### config.mk
export PLATFORM = sky130hd
export DESIGN_NAME = snbc_front
export DESIGN_NICKNAME = d
export VERILOG_FILES = /design/src/rtl/core/snbc_pkg.sv /design/src/rtl/core/snbc_front.sv
export SDC_FILE = /design/constraint.sdc
export NUM_CORES = 1
export LEC_CHECK = 0
export BUFFER_PORTS_ARGS = -buffer_cell sky130_fd_sc_hd__buf_2
export CORE_MARGIN = 2
export CORE_UTILIZATION = 39
export DETAILED_ROUTE_END_ITERATION = 10
export PLACE_DENSITY = 0.95
export RECOVER_POWER = 50
export SYNTH_ARGS = -nofsm -noshare
export SYNTH_HDL_FRONTEND = slang
export SYNTH_SLANG_ARGS = --single-unit
### constraint.sdc
create_clock -name vclk -period 3.35
set_clock_uncertainty 0.15 [all_clocks]
set_input_delay 0.335 -clock vclk [all_inputs]
set_output_delay 0.335 -clock vclk [all_outputs]
set_load 0.01 [all_outputs]
### src/rtl/core/snbc_pkg.sv
// Shared types, widths and codes for the signature norm bound check.
// Used by every module under rtl/core; depends on nothing.
package snbc_pkg;

	localparam int CoefW     = 50;  // signed coefficient / magnitude width
	localparam int ModW      = 49;  // modulus and centred residue width
	localparam int SumW      = 63;  // saturating sums, bounds
	localparam int ShiftW    = 6;
	localparam int DivSteps  = CoefW;  // one remainder bit per stage
	localparam int InDataW   = 56;
	localparam int OutDataW  = 8;
	localparam int ApbAddrW  = 5;
	localparam int ApbDataW  = 64;
	localparam int QDepth    = 4;
	localparam int QPtrW     = 2;
	localparam int QCntW     = 3;

	localparam logic [SumW-1:0]   Sat63          = '1;
	localparam logic [ModW-1:0]   ModMax         = '1;
	localparam logic [ModW-1:0]   ModQReset      = 49'd562948879679489;
	localparam logic [ShiftW-1:0] HintShiftReset = 6'd44;

	typedef enum logic [1:0] {
		REG_MODULUS_Q  = 2'd0,
		REG_INF_BOUND  = 2'd1,
		REG_HINT_SHIFT = 2'd2,
		REG_L2_BOUND   = 2'd3
	} snbc_reg_t;

	typedef enum logic [1:0] {
		FAIL_NONE     = 2'd0,
		FAIL_HINT_INF = 2'd1,
		FAIL_RESP_INF = 2'd2,
		FAIL_L2       = 2'd3
	} snbc_fail_t;

	// classified coefficient as it travels front to back
	typedef struct packed {
		logic             kind;  // 0 hint, 1 response
		logic             last;
		logic             neg;
		logic [CoefW-1:0] mag;   // |coeff|, up to 2^49
	} snbc_item_t;

	// configuration and values derived from it
	typedef struct packed {
		logic [ModW-1:0]  mod_q;
		logic [ModW-1:0]  inf_bound;
		logic [SumW-1:0]  l2_bound;
		logic [CoefW-1:0] hint_bound;
		logic             left_mode;  // hint_shift >= 32
		logic [5:0]       lsh;        // 2s - 64
		logic [6:0]       rsh;        // 64 - 2s
		logic [SumW-1:0]  lim;        // largest sum that survives lsh
	} snbc_cfg_t;

endpackage

### src/rtl/core/snbc_front.sv
// Front end: accepts coefficients, takes the magnitude and classifies them.
// Depends on snbc_pkg.
module snbc_front
	import snbc_pkg::*;
(
	input  logic               in_valid,
	output logic               in_ready,
	input  logic [CoefW-1:0]   in_coeff,
	input  logic               in_kind,
	input  logic               in_last,
	output logic               push_valid,
	input  logic               push_ready,
	output snbc_item_t         push_item
);

	logic             neg;
	logic [CoefW-1:0] mag;

	assign neg = in_coeff[CoefW-1];
	// most negative value maps to 2^49, still fits unsigned
	assign mag = neg ? (~in_coeff + {{(CoefW-1){1'b0}}, 1'b1}) : in_coeff;

	assign in_ready   = push_ready;
	assign push_valid = in_valid;

	always_comb begin
		push_item.kind = in_kind;
		push_item.last = in_last;
		push_item.neg  = neg;
		push_item.mag  = mag;
	end

endmodule

---- Yosys cells after proc, flatten, opt, wreduce, memory -nomap -nowiden ----
Cells that the tools add are included.
storage, ports and cells
  flip-flop bits (word level) ............. 0
  input bits .............................. 54
  output and inout port bits .............. 55
  logic and storage cells ................. 3
cells by class
  add/subtract/negate cells ............... 1
  muxes and demuxes ....................... 1
  bitwise operators ....................... 1
operators by type and width
  kind                     count
  $add A50 B1 Y50 const B  1
  $mux W50                 1
  $not A50 Y50             1

---- Logic depth before layout (Yosys ltp) ----
  depth after elaboration ................. 3
  depth in mapped cells ................... 7
  gate-level depth less buffers ........... 7

---- Least setup slack after synthesis ----
Ideal clock, no wire load.
  kind .................................... input to output
  from .................................... input port in_coeff[1]
  to ...................................... output port push_item[32] in the netlist's numbering
  data arrival time ....................... 2.521 ns
  data required time ...................... 2.865 ns
  path slack .............................. 0.344 ns
  stages .................................. 7
  buffers on the path ..................... 0
  cell sequence ........................... inv_1 -> ha_1 -> or4b_2 -> or4_4 -> or4_4 -> o41ai_4 -> xnor2_1
RTL lines
  element          RTL line          RTL
  start, declared  snbc_front.sv:8   input logic [CoefW-1:0] in_coeff,
  end, declared    snbc_front.sv:13  output snbc_item_t push_item

==> metrics.cfg <==
[power_and_ir_drop]
pwr-share-comb = 1.000
p_per_area_nw_per_um2 = 143
p_total_mw = 0.238
seqPwrFrac = 0
clock_power_share = 0
power.leakage_nw = 0.632
ir_drop_v = 0.0000970
switching_power_mw = 0.129
p_sw_frac = 0.543
p_int_mw = 0.109

[timing]
hold_viol = 0
tns_ns = 0
worst_pin_slew_ns = 0.785
drv_slew = 0
period_minus_slack_ns = 3.30
fmax_ghz = 0.303
setup_viol_count_final = 0
maxSlewHeadroom = 0.477
min_period_over_period = 0.985

[setup_path]
cpMostUsedCell = or4_4
required_ns = 2.86
crit_fanout = 4
critPathBufInv = 3
start_kind = input port
cp_slowest_cell = or4_4
crit_path_end_kind = output port
crit_arrival_ns = 2.81
slowest_delay_ns = 0.54
path_delay_family = simple AND/OR/NAND/NOR gates
path_cells = buf_4 > inv_2 > ha_4 > or4b_4 > or4_4 > or4_4 > o41ai_4 > xnor2_1 > buf_2
critPathLaunch = in_coeff[1]
crit_type = input port to output port

[finish]
flops_and_latches = 0
multi_input_area_um2 = 1070
antenna_cells = 0
final_area_um2 = 1660
drive_gt1_frac = 0.410
clockBufferCount = 0
layout.nets = 308
regArea_um2 = 0
area_growth_pct = 46.7
nFillCells = 280

[yosys]
yosysSeqAreaShare = 0
synthAdderAreaFrac = 0.0110
synth_top_area_frac = 0.348
synth_top_family_by_area = XOR/XNOR gates
synth_xor_area_frac = 0.363
synth_area_per_cell_um2 = 7.36
syn_inst = 154
mappedNetlistNets = 209
synth_compound_area_frac = 0.283
yosys.area_share.simple = 0.270
ys.warnings.count = 0
synth.area.top_cells = xnor2_1 35%, o41ai_1 7.7%, o31ai_1 7.3%
ys_types = 34
synth_mux_area_frac = 0
syn-cell-area_um2 = 1130
yosysTopAreaCell = xnor2_1

[routing]
wl_per_cell_um = 12.8
ant_nets = 0
via_count = 1544
drc = 0
firstDrtPassIters = 4
drt_wl_total_um = 3600
routed_via_density = 5.48
drt_iter0_drc = 52

[placed_design]
gp_congestion = 0.786
placed_area_um2 = 1640
port-buffer-count = 101
dp_hpwl_um = 2970

[global_routing]
grt_pass1_wl_um = 5570
overflow = 0
grt_pass1_vias = 1359
gr-usage-all-layers = 0.197
antenna_found_initial = 0
grt_max_degree = 51

[die]
start_util = 0.411
die_w_um = 57.9
dieArea_um2 = 3350
core_um2 = 2760
fp.dieH_um = 57.9
row_count = 19
num_io_pins = 109

[run_status]
status = finished, final reports clean

[worst_hold_path]
worstHoldStart = push_ready
hold_path_class = input port to output port

[run]
max_cap_viol_count = 0

[clock_network]
cts_hold_buffers = 0

cell type report:
class / instances / share of cell area
tap: 31 / 0.0233
multi-input combinational: 138 / 0.642
timing repair buffer: 110 / 0.328
inverter: 3 / 0.00677
cells by family after synthesis:
| logic type | count (synthesis) |
|---|---|
| adder cells (fa/ha/maj) | 1 |
| AND/OR/NAND/NOR | 48 |
| buffers and inverters | 16 |
| XOR/XNOR | 47 |
| AO/OA/AOI/OAI | 42 |
repair_timing:
item / in CTS / in global routing
endpoints found under the setup margin: 0 / 1
hold endpoints to repair: 0 / 0
buffers inserted: 0 / 4
resized for setup: 0 / 6
synth_stat cells (all sizes together):
cell,count
xnor2,45
o21ai,16
o31ai,12
o41ai,12
or4,11
nand2,9
buf,7
or3,7
clkbuf,6
nor4,5
nand3,4
nor2,4
inv,3
xor2,2
a21oi,1
ha,1
nand2b,1
nand3b,1
nand4,1
nand4b,1
nor3,1
nor3b,1
o31a,1
or2,1
or4b,1
layout by cell type, fill, tap and decap left out, types with 2 or more instances in the layout:
master / Yosys / final
or3_1: 5 / 5
clkbuf_1: 6 / 22
nand2_1: 9 / 9
o31ai_1: 11 / 11
inv_2: 0 / 2
buf_2: 0 / 79
buf_4: 6 / 9
xnor2_1: 45 / 45
nand3_1: 4 / 4
or4_1: 6 / 6
o21ai_0: 11 / 11
nor2_1: 4 / 4
o21ai_1: 5 / 5
o41ai_1: 10 / 10
nor4_1: 5 / 5
xor2_1: 2 / 2
or4_4: 4 / 4
worst paths after layout:
kind | to | slack, ns | cells after the start
worst max-delay path | push_item[32] | 0.05 | 9
worst min-delay path | in_ready | 0.52 | 0
metrics by stage:
step | instances | worst slack, ns | util | hold WS, ns
floorplan | 154 | 0.344 | - | 0.574
global placement | 278 | 0.129 | 0.596 | 0.520
detailed placement | 278 | 0.0684 | 0.596 | 0.520
CTS | 278 | 0.0666 | 0.596 | 0.520
global route | 282 | -0.0341 | 0.603 | 0.520
finish | 282 | 0.0515 | 0.603 | 0.520
power by group through the flow:
stage | Combinational [mW] | Sequential [mW] | Clock (mW)
after floorplan | 0.130 | 0 | 0
after global placement | 0.236 | 0 | 0
after detailed placement | 0.241 | 0 | 0
after global routing | 0.260 | 0 | 0
after CTS | 0.242 | 0 | 0
final | 0.238 | 0 | 0
routing by layer:
layer  routed length [um]  vias to the layer above  track usage
li1                     -                      781            -
met1                 1410                      703        0.239
met2                 1960                       60        0.394
met3                  222                        0       0.0134
met4                    0                        0      0.00332
met5                    0                        -            0
No activity file was read; power rests on OpenSTA's default activity.
