===== src/rtl/core/snbc_pkg.sv =====
// Shared types, widths and codes for the signature norm bound check.
// Used by every module under rtl/core; depends on nothing.
package snbc_pkg;

	localparam int CoefW     = 50;  // signed coefficient / magnitude width
	localparam int ModW      = 49;  // modulus and centred residue width
	localparam int SumW      = 63;  // saturating sums, bounds
	localparam int ShiftW    = 6;
	localparam int DivSteps  = CoefW;  // one remainder bit per stage
	localparam int InDataW   = 56;
	localparam int OutDataW  = 8;
	localparam int ApbAddrW  = 5;
	localparam int ApbDataW  = 64;
	localparam int QDepth    = 4;
	localparam int QPtrW     = 2;
	localparam int QCntW     = 3;

	localparam logic [SumW-1:0]   Sat63          = '1;
	localparam logic [ModW-1:0]   ModMax         = '1;
	localparam logic [ModW-1:0]   ModQReset      = 49'd562948879679489;
	localparam logic [ShiftW-1:0] HintShiftReset = 6'd44;

	typedef enum logic [1:0] {
		REG_MODULUS_Q  = 2'd0,
		REG_INF_BOUND  = 2'd1,
		REG_HINT_SHIFT = 2'd2,
		REG_L2_BOUND   = 2'd3
	} snbc_reg_t;

	typedef enum logic [1:0] {
		FAIL_NONE     = 2'd0,
		FAIL_HINT_INF = 2'd1,
		FAIL_RESP_INF = 2'd2,
		FAIL_L2       = 2'd3
	} snbc_fail_t;

	// classified coefficient as it travels front to back
	typedef struct packed {
		logic             kind;  // 0 hint, 1 response
		logic             last;
		logic             neg;
		logic [CoefW-1:0] mag;   // |coeff|, up to 2^49
	} snbc_item_t;

	// configuration and values derived from it
	typedef struct packed {
		logic [ModW-1:0]  mod_q;
		logic [ModW-1:0]  inf_bound;
		logic [SumW-1:0]  l2_bound;
		logic [CoefW-1:0] hint_bound;
		logic             left_mode;  // hint_shift >= 32
		logic [5:0]       lsh;        // 2s - 64
		logic [6:0]       rsh;        // 64 - 2s
		logic [SumW-1:0]  lim;        // largest sum that survives lsh
	} snbc_cfg_t;

endpackage


===== src/rtl/core/snbc_queue.sv =====
// Short FIFO of classified items between front and back.
// Depends on snbc_pkg.
module snbc_queue
	import snbc_pkg::*;
(
	input  logic       clk,
	input  logic       arst_n,
	input  logic       wr_valid,
	output logic       wr_ready,
	input  snbc_item_t wr_item,
	output logic       rd_valid,
	input  logic       rd_ready,
	output snbc_item_t rd_item
);

	snbc_item_t        mem [QDepth];
	logic [QPtrW-1:0]  wr_ptr_q;
	logic [QPtrW-1:0]  rd_ptr_q;
	logic [QCntW-1:0]  count_q;
	logic              push;
	logic              pop;

	assign wr_ready = (count_q != QCntW'(QDepth));
	assign rd_valid = (count_q != '0);
	assign push     = wr_valid & wr_ready;
	assign pop      = rd_valid & rd_ready;
	assign rd_item  = mem[rd_ptr_q];

	always_ff @(posedge clk or negedge arst_n) begin
		if (!arst_n) begin
			wr_ptr_q <= '0;
			rd_ptr_q <= '0;
			count_q  <= '0;
		end else begin
			if (push) wr_ptr_q <= wr_ptr_q + 1'b1;
			if (pop)  rd_ptr_q <= rd_ptr_q + 1'b1;
			case ({push, pop})
				2'b10:   count_q <= count_q + 1'b1;
				2'b01:   count_q <= count_q - 1'b1;
				default: count_q <= count_q;
			endcase
		end
	end

	always_ff @(posedge clk) begin
		if (push) mem[wr_ptr_q] <= wr_item;
	end

endmodule


===== config.mk =====
export PLATFORM = sky130hd
export DESIGN_NAME = snbc_queue
export DESIGN_NICKNAME = d
export VERILOG_FILES = /design/src/rtl/core/snbc_pkg.sv /design/src/rtl/core/snbc_queue.sv
export SDC_FILE = /design/constraint.sdc
export NUM_CORES = 1
export LEC_CHECK = 0
export BUFFER_PORTS_ARGS = -buffer_cell sky130_fd_sc_hd__buf_2
export CAP_MARGIN = 20
export CORE_AREA = 2 2 122 124
export CTS_BUF_LIST = sky130_fd_sc_hd__clkbuf_4 sky130_fd_sc_hd__clkbuf_8 sky130_fd_sc_hd__clkbuf_16
export DETAILED_ROUTE_END_ITERATION = 8
export DIE_AREA = 0 0 124 126
export GPL_TIMING_DRIVEN = 0
export PLACE_DENSITY_LB_ADDON = 0.2
export SLEW_MARGIN = 30
export SYNTH_ARGS = -nofsm -noshare
export SYNTH_HDL_FRONTEND = slang
export SYNTH_SLANG_ARGS = --single-unit

===== constraint.sdc =====
create_clock -name clk -period 2.6 [get_ports clk]
set_input_delay 0.13 -clock clk [delete_from_list [all_inputs] [get_ports clk]]
set_output_delay 0.13 -clock clk [all_outputs]
set_load 0.05 [all_outputs]

**Word level (Yosys, flattened, before mapping)**

Memories as Yosys holds them, arrays and structs flattened.
Cells that the tools add are included.
W data, S select, Z words.

- Bits in registers: 7
- Latch bits: 0
- RAM bits: 212
- ROM bits: 0
- Bits of input ports: 57
- Output and inout bits: 55
- Memories kept: 1

Memories:

| name | words | bits a word | rd ports | clocked after Yosys merged registers in | wr ports | line | RTL |
|---|---|---|---|---|---|---|---|
| mem | 4 | 53 | 1 | 0 | 1 | snbc_queue.sv:16 | `snbc_item_t mem [QDepth];` |

- $add $sub $neg: 4
- Multiply operators: 0
- Div/mod/pow operators: 0
- Magnitude comparators: 0
- Eq/ne operators: 3
- Shifts and indexed selects: 0
- Mux-type cells: 3
- Bitwise gates (word level): 2
- Reduce and logical (&&, ||, !) cells: 2

Operators by type and width:

| kind | number |
|---|---|
| $pmux W3 S2 | 1 |
| $add A2 B1 Y2 const B | 2 |
| $add A3 B1 Y3 const B | 1 |
| $ne A3 B3 Y1 const B | 1 |
| $reduce_bool A3 Y1 | 1 |
| $sub A3 B1 Y3 const B | 1 |
| $and A1 B1 Y1 | 2 |
| $eq A2 B1 Y1 const B | 1 |
| $eq A2 B2 Y1 const B | 1 |
| $mux W1 | 2 |
| $reduce_bool A2 Y1 | 1 |

**Longest topological paths before layout**

- Word-level depth: 4
- Depth in mapped cells: 9

**Worst setup path after synthesis**

OpenSTA, ideal clock, no wires.

- Kind: flip-flop to flip-flop
- Start: register count_q[0]
- End: register count_q[2]
- Library setup time: 79 ps
- Arrival time: 2,101 ps
- Slack: 420 ps
- Stages on the path, launching flop included: 10
- Path buffers: 0
- Period minus slack after synthesis: 2,180 ps
- Path through: dfrtp_1 or3b_4 and2_4 inv_1 ha_1 inv_1 fa_1 xor2_1 nor2_1 xor2_1

- Cells in the longest elaborated chain, start to end: 4

Ends and longest elaborated chain:

| item | line | RTL |
|---|---|---|
| start: declaration | snbc_queue.sv:19 | `logic [QCntW-1:0] count_q;` |
| start signal: assignment | snbc_queue.sv:38 | `2'b10: count_q <= count_q + 1'b1;` |
| start signal: assignment | snbc_queue.sv:39 | `2'b01: count_q <= count_q - 1'b1;` |
| start signal: assignment | snbc_queue.sv:40 | `default: count_q <= count_q;` |
| $ne A3 B3 Y1 * | snbc_queue.sv:23 | `assign wr_ready = (count_q != QCntW'(QDepth));` |
| named net wr_ready | snbc_queue.sv:9 | `output logic wr_ready,` |
| $and A1 B1 Y1 * | snbc_queue.sv:25 | `assign push = wr_valid & wr_ready;` |
| $eq A2 B1 Y1 / $eq A2 B2 Y1 (equally long branches) | snbc_queue.sv:37 | `case ({push, pop})` |
| $pmux W3 S2 / $reduce_bool A2 Y1 (equally long branches) | - |  |

Mark *: on every way through the listed nets, which the timed path passes. The rest lies on a longest branch.
A chain may end at the register's enable or synchronous reset.

==> key figures <==
Layout
  • Commonest non-fill, non-tap cell in the layout: edfxtp_1
  • Fill cell count: 895
  • Area Overhead vs Synth: 26.5%
  • Layout cell share with drive strength beyond 1: 0.416
  • Final net count: 572
  • Inserted Diodes: 0
  • Most frequent cells in the layout: 212 x edfxtp_1, 114 x buf_2, 56 x dlygate4sd3_1

Floorplan
  • DIE HEIGHT: 126 µm
  • Die area: 15600 µm²
  • Total core area: 14300 µm²
  • Initial Utilization: 0.563
  • Io pins: 112
  • Chip width: 124 µm
  • Num rows: 44

Critical path
  • Max Fanout on Critical Path: 10
  • Type of origin of the critical path: flop
  • Crit end category: primary output
  • CP required: 2.47 ns
  • Critical Path AT: 2.24 ns
  • R2r setup slk: 0.33 ns
  • Setup CP Type: flop to primary output

Clock tree
  • Gates resized, CTS repair: 0
  • Clock Tree Buf Depth: 3
  • Total clock sinks: 219
  • CTS tree: done
  • CTS buffer count: 22
  • CTS H-tree lvls: 1
  • Clk root buf: clkbuf_16
  • Worst skew pair latency: 0.48 ns
  • Reg clk slew, reported paths: 0.06 ns

Timing
  • Final WS setup: 0.229 ns
  • Slew @ Worst Pin: 0.656 ns
  • Achievable frequency: 0.422 GHz
  • Unrepaired setup endpoints after global routing: no
  • Clock Skew: 0.00674 ns
  • Max_slew headroom: 0.563
  • Tcrit/Tclk final: 0.912
  • Slew Viols, Final: 0
  • Tmin final: 2.37 ns
  • Final setup vio count: 0
  • Setup TNS: 0 ns
  • Endpoints failing hold: 0

Hold path
  • Worst min path class: input pin to flop

Detailed routing
  • Vias: 3860
  • Final ANT Viol Nets: 0
  • Routed Wire Length: 13900 µm
  • Detailed Route Iter0 Violations: 372
  • # DRC: 0
  • Via density: 5.45
  • Wire per inst: 19.7 µm
  • DRT Pass-1 Iters: 4

Place
  • Detailed Place HPWL: 8500 µm
  • # port buffers: 111
  • Global placer's final weighted congestion: 0.628
  • Post-Place Setup Slack: 0.353 ns

Yosys
  • Netlist cell types: 20
  • Synth top area share: 0.790
  • Ys Warns: 0
  • Syn Nets: 377
  • Sequential-to-total area share from yosys stat: 0.812
  • Post-Syn Area per Cell: 25.7 µm²
  • Post-synthesis sequential element count: 219
  • Largest area contributor in the netlist: edfxtp_1
  • Synth area leaders: edfxtp_1 79%, mux4_2 15%, dfrtp_1 2.2%
  • Cells after Synth: 314
  • Post-Syn Area: 8060 µm²

Global routing
  • Global-route usage over all layers: 0.186
  • Total grt overflow: 0
  • Largest net degree at the start of global routing: 40
  • Initial antenna violation count: 0
  • First-pass GRT wire length: 21700 µm
  • Vias in the first global route: 4110

Power and ir drop
  • Lkg Pwr: 0.00359 µW
  • Maximum VDD drop: 0.000918 V
  • Pwr dens: 1260 nW/µm²

Status
  • Outcome: complete, no violations

Job
  • Max_cap viols: 0
-- power breakdown --
part / total [µW] / leakage [µW] / switching, µW / internal (µW)
clock network: 2930 / 0.000337 / 1200 / 1730
logic: 5120 / 0.00122 / 3500 / 1620
registers: 4840 / 0.00202 / 170 / 4670
-- synth_stat cells, drive strengths merged --
master / number
and2: 1
and3: 4
buf: 8
clkbuf: 4
dfrtp: 7
edfxtp: 212
fa: 1
ha: 5
inv: 6
mux2: 1
mux2i: 1
mux4: 53
nand2: 1
nor2: 1
o31a: 1
or3: 1
or3b: 1
xnor2: 3
xor2: 3
-- stage by stage --
stage / hold WS, ns / instances / cell area (µm²) / utilization / power, µW
floorplan: -0.166 / 314 / 8060 / - / 8800
global placement: -0.0279 / 609 / 8850 / 0.618 / 9890
detailed placement: -0.0258 / 613 / 8950 / 0.625 / 10000
CTS: 0.0298 / 708 / 10200 / 0.712 / 13000
global route: 0.0349 / 708 / 10200 / 0.712 / 13500
finish: 0.0362 / 708 / 10200 / 0.712 / 12900
-- cell families after synthesis --
| group | share of synthesized area |
|---|---|
| AND/OR/NAND/NOR | 0.00807 |
| flip-flops | 0.812 |
| adder cells (fa/ha/maj) | 0.0102 |
| AO/OA/AOI/OAI | 0.00124 |
| buffers and inverters | 0.0112 |
| XOR/XNOR | 0.00652 |
| multiplexers | 0.151 |
-- path summary, 6_finish.rpt --
| kind | to | startpoint | depth (start not counted) |
|---|---|---|---|
| max reg2reg | count_q[2]$_DFFE_PN0P_ | count_q[1]$_DFFE_PN0P_ | 9 |
| max | rd_item[47] | rd_ptr_q[1]$_DFFE_PN0P_ | 4 |
| max in group asynchronous | wr_ptr_q[1]$_DFFE_PN0P_ | arst_n | 3 |
| min reg2reg | count_q[2]$_DFFE_PN0P_ | count_q[2]$_DFFE_PN0P_ | 1 |
| min in group asynchronous | rd_ptr_q[1]$_DFFE_PN0P_ | arst_n | 3 |
| min | wr_ptr_q[0]$_DFFE_PN0P_ | wr_valid | 3 |
-- per-layer routing --
layer,part of all wire,global-route usage,vias up
li1,-,-,1729
met1,0.40,0.252,1991
met2,0.51,0.314,127
met3,0.072,0.0435,13
met4,0.012,0.0344,0
met5,0,0,-
-- registers in the layout (all words and copies together), names as in the netlist --
| name | flops |
|---|---|
| rd_ptr_q | 2 |
| count_q | 3 |
| mem | 212 |
| wr_ptr_q | 2 |
-- cell type report --
| class | instances | area [µm²] | area share |
|---|---|---|---|
| buffer | 12 | 67.6 | 0.00663 |
| clock buffer | 25 | 591 | 0.0579 |
| clock inverter | 14 | 96.3 | 0.00945 |
| inverter | 6 | 22.5 | 0.00221 |
| multi-input combinational | 77 | 1440 | 0.142 |
| sequential | 219 | 6540 | 0.642 |
| tap | 184 | 230 | 0.0226 |
| timing repair buffer | 171 | 1200 | 0.118 |
-- worst max-delay path: stages, from the launching register on --
cell	delay [ns]
dfrtp_1	0.31
buf_2	0.24
clkbuf_1	0.54
mux4_2	0.42
buf_2	0.23
-- timing repair --
action / 4_1_cts / 5_1_grt
setup endpoints to repair: 0 / 0
hold buffers: 56 / 0
endpoints found under the hold margin: 220 / 0
buffers inserted: 0 / 0
Power figures use the tool's default switching activity.
