## config.mk

```make
export PLATFORM = sky130hd
export DESIGN_NAME = snbc_cfg
export DESIGN_NICKNAME = d
export VERILOG_FILES = /design/src/rtl/core/snbc_pkg.sv /design/src/rtl/core/snbc_cfg.sv
export SDC_FILE = /design/constraint.sdc
export NUM_CORES = 1
export LEC_CHECK = 0
export CAP_MARGIN = 20
export CORE_ASPECT_RATIO = 1.75
export CORE_UTILIZATION = 44
export CTS_CLUSTER_DIAMETER = 30
export DETAILED_ROUTE_END_ITERATION = 16
export DONT_BUFFER_PORTS = 1
export SLEW_MARGIN = 15
export SYNTH_ARGS = -nofsm -noshare
export SYNTH_HDL_FRONTEND = slang
export SYNTH_SLANG_ARGS = --single-unit
export TNS_END_PERCENT = 30
```

## constraint.sdc

```tcl
create_clock -name clk -period 8.78 [get_ports clk]
set_input_delay 0.439 -clock clk [delete_from_list [all_inputs] [get_ports clk]]
set_output_delay 0.439 -clock clk [all_outputs]
set_load 0.01 [all_outputs]
```

## src/rtl/core/snbc_pkg.sv

```systemverilog
// Shared types, widths and codes for the signature norm bound check.
// Used by every module under rtl/core; depends on nothing.
package snbc_pkg;

	localparam int CoefW     = 50;  // signed coefficient / magnitude width
	localparam int ModW      = 49;  // modulus and centred residue width
	localparam int SumW      = 63;  // saturating sums, bounds
	localparam int ShiftW    = 6;
	localparam int DivSteps  = CoefW;  // one remainder bit per stage
	localparam int InDataW   = 56;
	localparam int OutDataW  = 8;
	localparam int ApbAddrW  = 5;
	localparam int ApbDataW  = 64;
	localparam int QDepth    = 4;
	localparam int QPtrW     = 2;
	localparam int QCntW     = 3;

	localparam logic [SumW-1:0]   Sat63          = '1;
	localparam logic [ModW-1:0]   ModMax         = '1;
	localparam logic [ModW-1:0]   ModQReset      = 49'd562948879679489;
	localparam logic [ShiftW-1:0] HintShiftReset = 6'd44;

	typedef enum logic [1:0] {
		REG_MODULUS_Q  = 2'd0,
		REG_INF_BOUND  = 2'd1,
		REG_HINT_SHIFT = 2'd2,
		REG_L2_BOUND   = 2'd3
	} snbc_reg_t;

	typedef enum logic [1:0] {
		FAIL_NONE     = 2'd0,
		FAIL_HINT_INF = 2'd1,
		FAIL_RESP_INF = 2'd2,
		FAIL_L2       = 2'd3
	} snbc_fail_t;

	// classified coefficient as it travels front to back
	typedef struct packed {
		logic             kind;  // 0 hint, 1 response
		logic             last;
		logic             neg;
		logic [CoefW-1:0] mag;   // |coeff|, up to 2^49
	} snbc_item_t;

	// configuration and values derived from it
	typedef struct packed {
		logic [ModW-1:0]  mod_q;
		logic [ModW-1:0]  inf_bound;
		logic [SumW-1:0]  l2_bound;
		logic [CoefW-1:0] hint_bound;
		logic             left_mode;  // hint_shift >= 32
		logic [5:0]       lsh;        // 2s - 64
		logic [6:0]       rsh;        // 64 - 2s
		logic [SumW-1:0]  lim;        // largest sum that survives lsh
	} snbc_cfg_t;

endpackage

```

## src/rtl/core/snbc_cfg.sv

```systemverilog
// APB register file and derived bound/scaling values.
// Depends on snbc_pkg.
module snbc_cfg
	import snbc_pkg::*;
(
	input  logic                clk,
	input  logic                arst_n,
	input  logic                psel,
	input  logic                penable,
	input  logic                pwrite,
	input  logic [ApbAddrW-1:0] paddr,
	input  logic [ApbDataW-1:0] pwdata,
	output logic [ApbDataW-1:0] prdata,
	output snbc_cfg_t           cfg
);

	logic [ModW-1:0]   mod_q_q;
	logic [ModW-1:0]   inf_bound_q;
	logic [ShiftW-1:0] hint_shift_q;
	logic [SumW-1:0]   l2_bound_q;

	logic [CoefW-1:0]  hint_bound_q;
	logic              left_mode_q;
	logic [5:0]        lsh_q;
	logic [6:0]        rsh_q;
	logic [SumW-1:0]   lim_q;

	logic              wr_en;
	snbc_reg_t         reg_sel;
	logic [63:0]       round_c;
	logic [63:0]       bound_sum;
	logic [63:0]       bound_shr;
	logic [5:0]        lsh_nxt;

	assign wr_en   = psel & penable & pwrite;
	assign reg_sel = snbc_reg_t'(paddr[4:3]);

	always_ff @(posedge clk or negedge arst_n) begin
		if (!arst_n) begin
			mod_q_q      <= ModQReset;
			inf_bound_q  <= '0;
			hint_shift_q <= HintShiftReset;
			l2_bound_q   <= '0;
		end else if (wr_en) begin
			case (reg_sel)
				REG_MODULUS_Q:  mod_q_q      <= pwdata[ModW-1:0];
				REG_INF_BOUND:  inf_bound_q  <= pwdata[ModW-1:0];
				REG_HINT_SHIFT: hint_shift_q <= pwdata[ShiftW-1:0];
				REG_L2_BOUND:   l2_bound_q   <= pwdata[SumW-1:0];
				default: ;
			endcase
		end
	end

	always_comb begin
		case (reg_sel)
			REG_MODULUS_Q:  prdata = {{(ApbDataW-ModW){1'b0}}, mod_q_q};
			REG_INF_BOUND:  prdata = {{(ApbDataW-ModW){1'b0}}, inf_bound_q};
			REG_HINT_SHIFT: prdata = {{(ApbDataW-ShiftW){1'b0}}, hint_shift_q};
			REG_L2_BOUND:   prdata = {{(ApbDataW-SumW){1'b0}}, l2_bound_q};
			default:        prdata = '0;
		endcase
	end

	// hint bound = (inf_bound + 2^(s-1)) >> s; result always below 2^49
	assign round_c   = (hint_shift_q == '0) ? 64'd0 : (64'd1 << (hint_shift_q - 6'd1));
	assign bound_sum = {{(64-ModW){1'b0}}, inf_bound_q} + round_c;
	assign bound_shr = bound_sum >> hint_shift_q;
	assign lsh_nxt   = {hint_shift_q[4:0], 1'b0};

	// derived values are registered, settling in the cycle after a write; items take far longer to reach them
	always_ff @(posedge clk) begin
		hint_bound_q <= bound_shr[CoefW-1:0];
		left_mode_q  <= hint_shift_q[5];
		lsh_q        <= lsh_nxt;
		rsh_q        <= 7'd64 - {1'b0, lsh_nxt};
		lim_q        <= Sat63 >> lsh_nxt;
	end

	always_comb begin
		cfg.mod_q      = mod_q_q;
		cfg.inf_bound  = inf_bound_q;
		cfg.l2_bound   = l2_bound_q;
		cfg.hint_bound = hint_bound_q;
		cfg.left_mode  = left_mode_q;
		cfg.lsh        = lsh_q;
		cfg.rsh        = rsh_q;
		cfg.lim        = lim_q;
	end

endmodule

```

; After elaboration in Yosys (flattened, before gate mapping)
; Cells that the tools add are included.
[word_totals]
word_cells = 28
reg_bits = 293
output_inout_bits = 352
in_bits = 74
[classes]
n_bitwise = 2
reduce_logical = 6
n_eq_ne = 3
n_mux = 2
n_addsub = 3
shifts = 3
[ops]
columns = operator, n
row1 = one-hot mux 64 bit (4 select lines), 1
row2 = adder 49 x 64 -> 64 bit, 1
row3 = two-way mux 64 bit, 1
row4 = "left shift 1 x 6 -> 64 bit, first input constant", 1
row5 = right shift 64 x 6 -> 50 bit, 1
row6 = "right shift 63 x 6 -> 63 bit, first input constant", 1
row7 = AND reduction 2 bit, 4
row8 = "subtractor 7 x 6 -> 7 bit, first input constant", 1
row9 = zero test 6 bit, 1
row10 = "subtractor 6 x 1 -> 6 bit, second input constant", 1
row11 = "equality test 2 bit, second input constant", 2
row12 = AND 1 bit, 2
row13 = "equality test 2 x 1 -> 1 bit, second input constant", 1
row14 = zero test 2 bit, 1

; Depth between registers and ports, before layout
[depth]
ltp_word = 5
ltp_mapped = 27
depth_no_buf = 19

; Worst setup path after synthesis
; OpenSTA, ideal clock, no wires.
[synth_path]
path_type = reg2reg
startpoint = register hint_shift_q[1]
endpoint = register hint_bound_q[19]
required_ns = 8.652
setup_time_ns = 0.128
setup_slack_ns = 2.152
period_less_slack_ns = 6.628
t_arrival_ns = 6.500
stages_incl_launch_ff = 25
cell_sequence = dfrtp_1 clkinv_1 clkbuf_1 clkbuf_1 buf_1 ha_1 clkbuf_1 clkbuf_1 o311ai_0 a31oi_1 clkbuf_1 nor2_1 ha_1 fa_1 a211oi_2 o211ai_1 a21o_1 a21oi_1 nor4_1 or3_1 a31o_2 mux2_2 mux4_2 a22oi_1 o21ai_1
[synth_via]
elab_chain_len = 5
word_cells_on_any_way = 6
classes_between = add/sub: 2 / shift: 2 / mux: 1 / reduce/logical: 1
[synth_rtl]
columns = item, line_no
row1 = from (decl), snbc_cfg.sv:19  ; logic [ShiftW-1:0] hint_shift_q;
row2 = from (signal assigned), snbc_cfg.sv:42  ; hint_shift_q <= HintShiftReset;
row3 = from (signal assigned), snbc_cfg.sv:48  ; REG_HINT_SHIFT: hint_shift_q <= pwdata[ShiftW-1:0];
row4 = subtractor 6 x 1 -> 6 bit, snbc_cfg.sv:66  ; assign round_c = (hint_shift_q == '0) ? 64'd0 : (64'd1 << (hint_shift_q - 6'd1));
row5 = left shift 1 x 6 -> 64 bit, snbc_cfg.sv:66
row6 = two-way mux 64 bit, snbc_cfg.sv:66
row7 = adder 49 x 64 -> 64 bit, snbc_cfg.sv:67  ; assign bound_sum = {{(64-ModW){1'b0}}, inf_bound_q} + round_c;
row8 = right shift 64 x 6 -> 50 bit (*), snbc_cfg.sv:68  ; assign bound_shr = bound_sum >> hint_shift_q;
row9 = net bound_shr[19], snbc_cfg.sv:32  ; logic [63:0] bound_shr;
row10 = to (signal assigned), snbc_cfg.sv:73  ; hint_bound_q <= bound_shr[CoefW-1:0];
row11 = to (decl), snbc_cfg.sv:22  ; logic [CoefW-1:0] hint_bound_q;
; The timed path passes the listed nets; every way through them passes the cells marked *.
; A chain may end at the register's enable or synchronous reset.

; Worst setup path in the final report
[layout_path]
startpoint = register hint_shift_q[0]
endpoint = register hint_bound_q[18]
; Same word-level chain as after synthesis.

==> results.toml <==
[setup_path]
end_kind = "register"
crit_fanout = 21
r2r-start = "hint_shift_q[0]"
crit_chain = "inv_2 -> ha_1 -> or3b_1 -> a21oi_1 -> o32a_1 -> nor2_1 -> ha_1 -> nand2_1 -> o21ai_0 -> a21o_1 -> nor2_1 -> a211oi_1 -> mux2_2 -> nor2_1 -> a221oi_1 -> a211oi_1 -> mux2_2 -> o221ai_1"
max_stage_delay_ps = 1140
crit_top_cell = "nor2_1"
crit_type = "register to register"
worstPathArrival_ps = 8210
startpoint = "hint_shift_q[0]"
cpMaxStageDelayCell = "a211oi_1"
required_ps = 9180
cp-start-kind = "register"

[timing]
final.min_clock_period_ps = 7810
finalCritPeriodShare_pct = 88.9
fin_setup_tns_ps = 0
tightestPinTransition_ps = 1410
rsz0062_at_grt = "false"
slew_violations = 0
finalClockSkew_ps = 19.4
slew_headroom_pct = 5.35
max_freq_mhz = 128
setup_viol = 0
finalHoldViolations = 0

[layout]
syn2layout_area_growth_pct = 6.92
ff_latch_area_um2 = 6050
layout.nets = 2182
nFillCells = 4148
drive_gt1_share_pct = 18.7
multi_input_area_um2 = 11900

[drt]
routed_wl_um = 74600
detail_route.wl_per_cell_um = 28.3
drc = 0
via_count = 17200
drt_iter0_drc = 1188
via_per_inst = 6.52
dr.pass1.iters = 8
ant_nets = 0

[outcome]
status = "completed"

[synthesis]
ys_ff_latch = 259
yosys_most_used_dff = "dfrtp_1"
synth_cell_types = 99
synthMuxAreaShare_pct = 19.9
avgSynthCellArea_um2 = 8.76
synth_compound_area_share_pct = 20.4
synth_edf_count = 0
netlist_instances = 2163
yosys_warnings = 0
yosysSeqAreaShare_pct = 31.9
async_flop_share_pct = 64.5
syn-cell-area_um2 = 18900
synthXorXnorAreaFrac_pct = 1.84
synth_top_family_by_area = "compound AO/OA/AOI/OAI gates"
synthSimpleGateAreaFrac_pct = 16.9
synth_fa_ha_area_share_pct = 3.87

[clocking]
ctsHoldBuffers = 6
worstSkewPairLatency_ps = 550
clkTransAtPathRegs_ps = 60
cts_tree = "built"
ctsResizeCount = 0
cts_sinks = 259
cts_buffers = 34
htreeDepth = 2
cts_setup_buffers = 0
clockBufferDepth = 3
cts_root_buf = "clkbuf_16"

[global_routing]
grt_pass1_vias = 17200
grt_overflow = 0
grt_max_degree = 168
grtUsageTotal_pct = 33.4
grt_pass1_wl_um = 111000
antenna_found_initial = 0

[job]
cap_viol_max_count = 0

[placed_design]
dp_hpwl_um = 57700
io_buffer_count = 0
gp_congestion = 1.03

[pwr]
irDropWorstVdd_v = 0.000199
total_power_mw = 5.97
power_leakage_nw = 8.14
power-per-cell-area_nw_per_um2 = 295

[worst_hold_path]
hp-start = "pwdata[1]"
min_path_type = "input port to register"

[floorplanning]
ios = 426
core.rowCount = 100
die-area_um2 = 43900
die_h_um = 277
initial_core_util_pct = 44.5
die_w_um = 159
core_um2 = 42500
## registers in the layout (all words and copies together), names as in the netlist
register,cells
mod_q_q,49
rsh_q,5
lsh_q,5
l2_bound_q,63
inf_bound_q,49
left_mode_q,1
hint_shift_q,6
lim_q,31
hint_bound_q,50
## cells in the mapped netlist (all sizes together) (13+ instances only)
cell,instances,area (um2)
inv,23,86.3
nand4,31,194
a31oi,16,100
mux2i,100,1000
dfrtp,144,3600
dfxtp,92,1840
or2,13,81.3
o21ai,163,820
mux2,184,2070
a21oi,136,707
xnor2,25,226
a21o,24,180
o211ai,24,180
or3,18,113
and3,27,169
a211oi,37,303
mux4,31,698
clkbuf,102,385
and2,20,126
nand2,234,881
ha,57,713
nor3,39,200
dfstp,23,604
nor4,18,128
buf,85,492
nor2,220,836
xor2,14,123
nand3,46,230
## stage by stage
step	utilization, %	worst slack [ps]	instance area (um2)	hold WS, ps	cells
floorplan	-	2150	19000	143	2165
finish	47.6	972	20300	24.7	2636
global placement	44.7	1640	19000	148	2568
detailed placement	44.7	1520	19000	148	2568
CTS	47.6	1480	20200	2.87	2634
global route	47.6	874	20300	23.2	2635
## layer usage
metal	vias up	part of all wire [%]	GRT usage, %
met5	-	0	0
met4	0	9.3	26.9
met3	260	6.1	5.48
met2	905	50	58.7
met1	8250	35	35.1
li1	7771	-	-
## final timing paths
check	to	slack (ps)	depth (start not counted)
max in group asynchronous	hint_shift_q[4]	7430	2
min in group asynchronous	l2_bound_q[18]	540	2
min reg2reg	lsh_q[2]	440	0
min	hint_shift_q[1]	20	2
max	hint_bound_q[18]	970	18
max reg2reg	hint_bound_q[18]	970	18
## cells by family (layout without fill, tap and decap cells)
kind of cell / Yosys count / after routing
flops: 259 / 259
fa+ha+maj: 58 / 58
mux: 315 / 315
simple gates: 698 / 698
other cells: 2 / 5
xor+xnor: 39 / 39
buf+inv: 212 / 121
compound gates: 580 / 580
## placed cells by master, fill, tap and decap left out, drive strengths merged, types with 23 or more instances in the layout
master	n
nand2	234
clkbuf	37
nor3	39
a21oi	136
ha	57
o21ai	163
inv	33
dfxtp	92
dfstp	23
o211ai	24
buf	31
a21o	24
a211oi	37
mux2i	100
xnor2	25
mux4	31
nor2	220
nand3	46
dfrtp	144
nand4	31
mux2	184
and3	27
## critical path, delay by kind of cell (launching register included)
family	cells	cell delay [ps]
flops	1	570
simple gates	5	1010
mux	2	820
compound gates	8	3740
buf+inv	1	340
fa+ha+maj	2	1130
## report_power, final
part	leakage [nW]	internal, mW	switching, mW	total [mW]
Clock	0.556	0.809	0.603	1.41
Combinational	4.81	0.909	1.62	2.53
Sequential	2.77	1.54	0.496	2.03
Total	8.14	3.26	2.72	5.97
## area by class of cell
class	instances	share of cell area (%)
multi-input cells	1694	59.0
flip-flops and latches	259	29.9
clock buffers	37	4.31
well taps	561	3.47
repair buffers	36	1.48
clock inverters	23	1.40
inverters	25	0.463
diodes	1	0.0124
No activity file was read; power rests on OpenSTA's default activity.
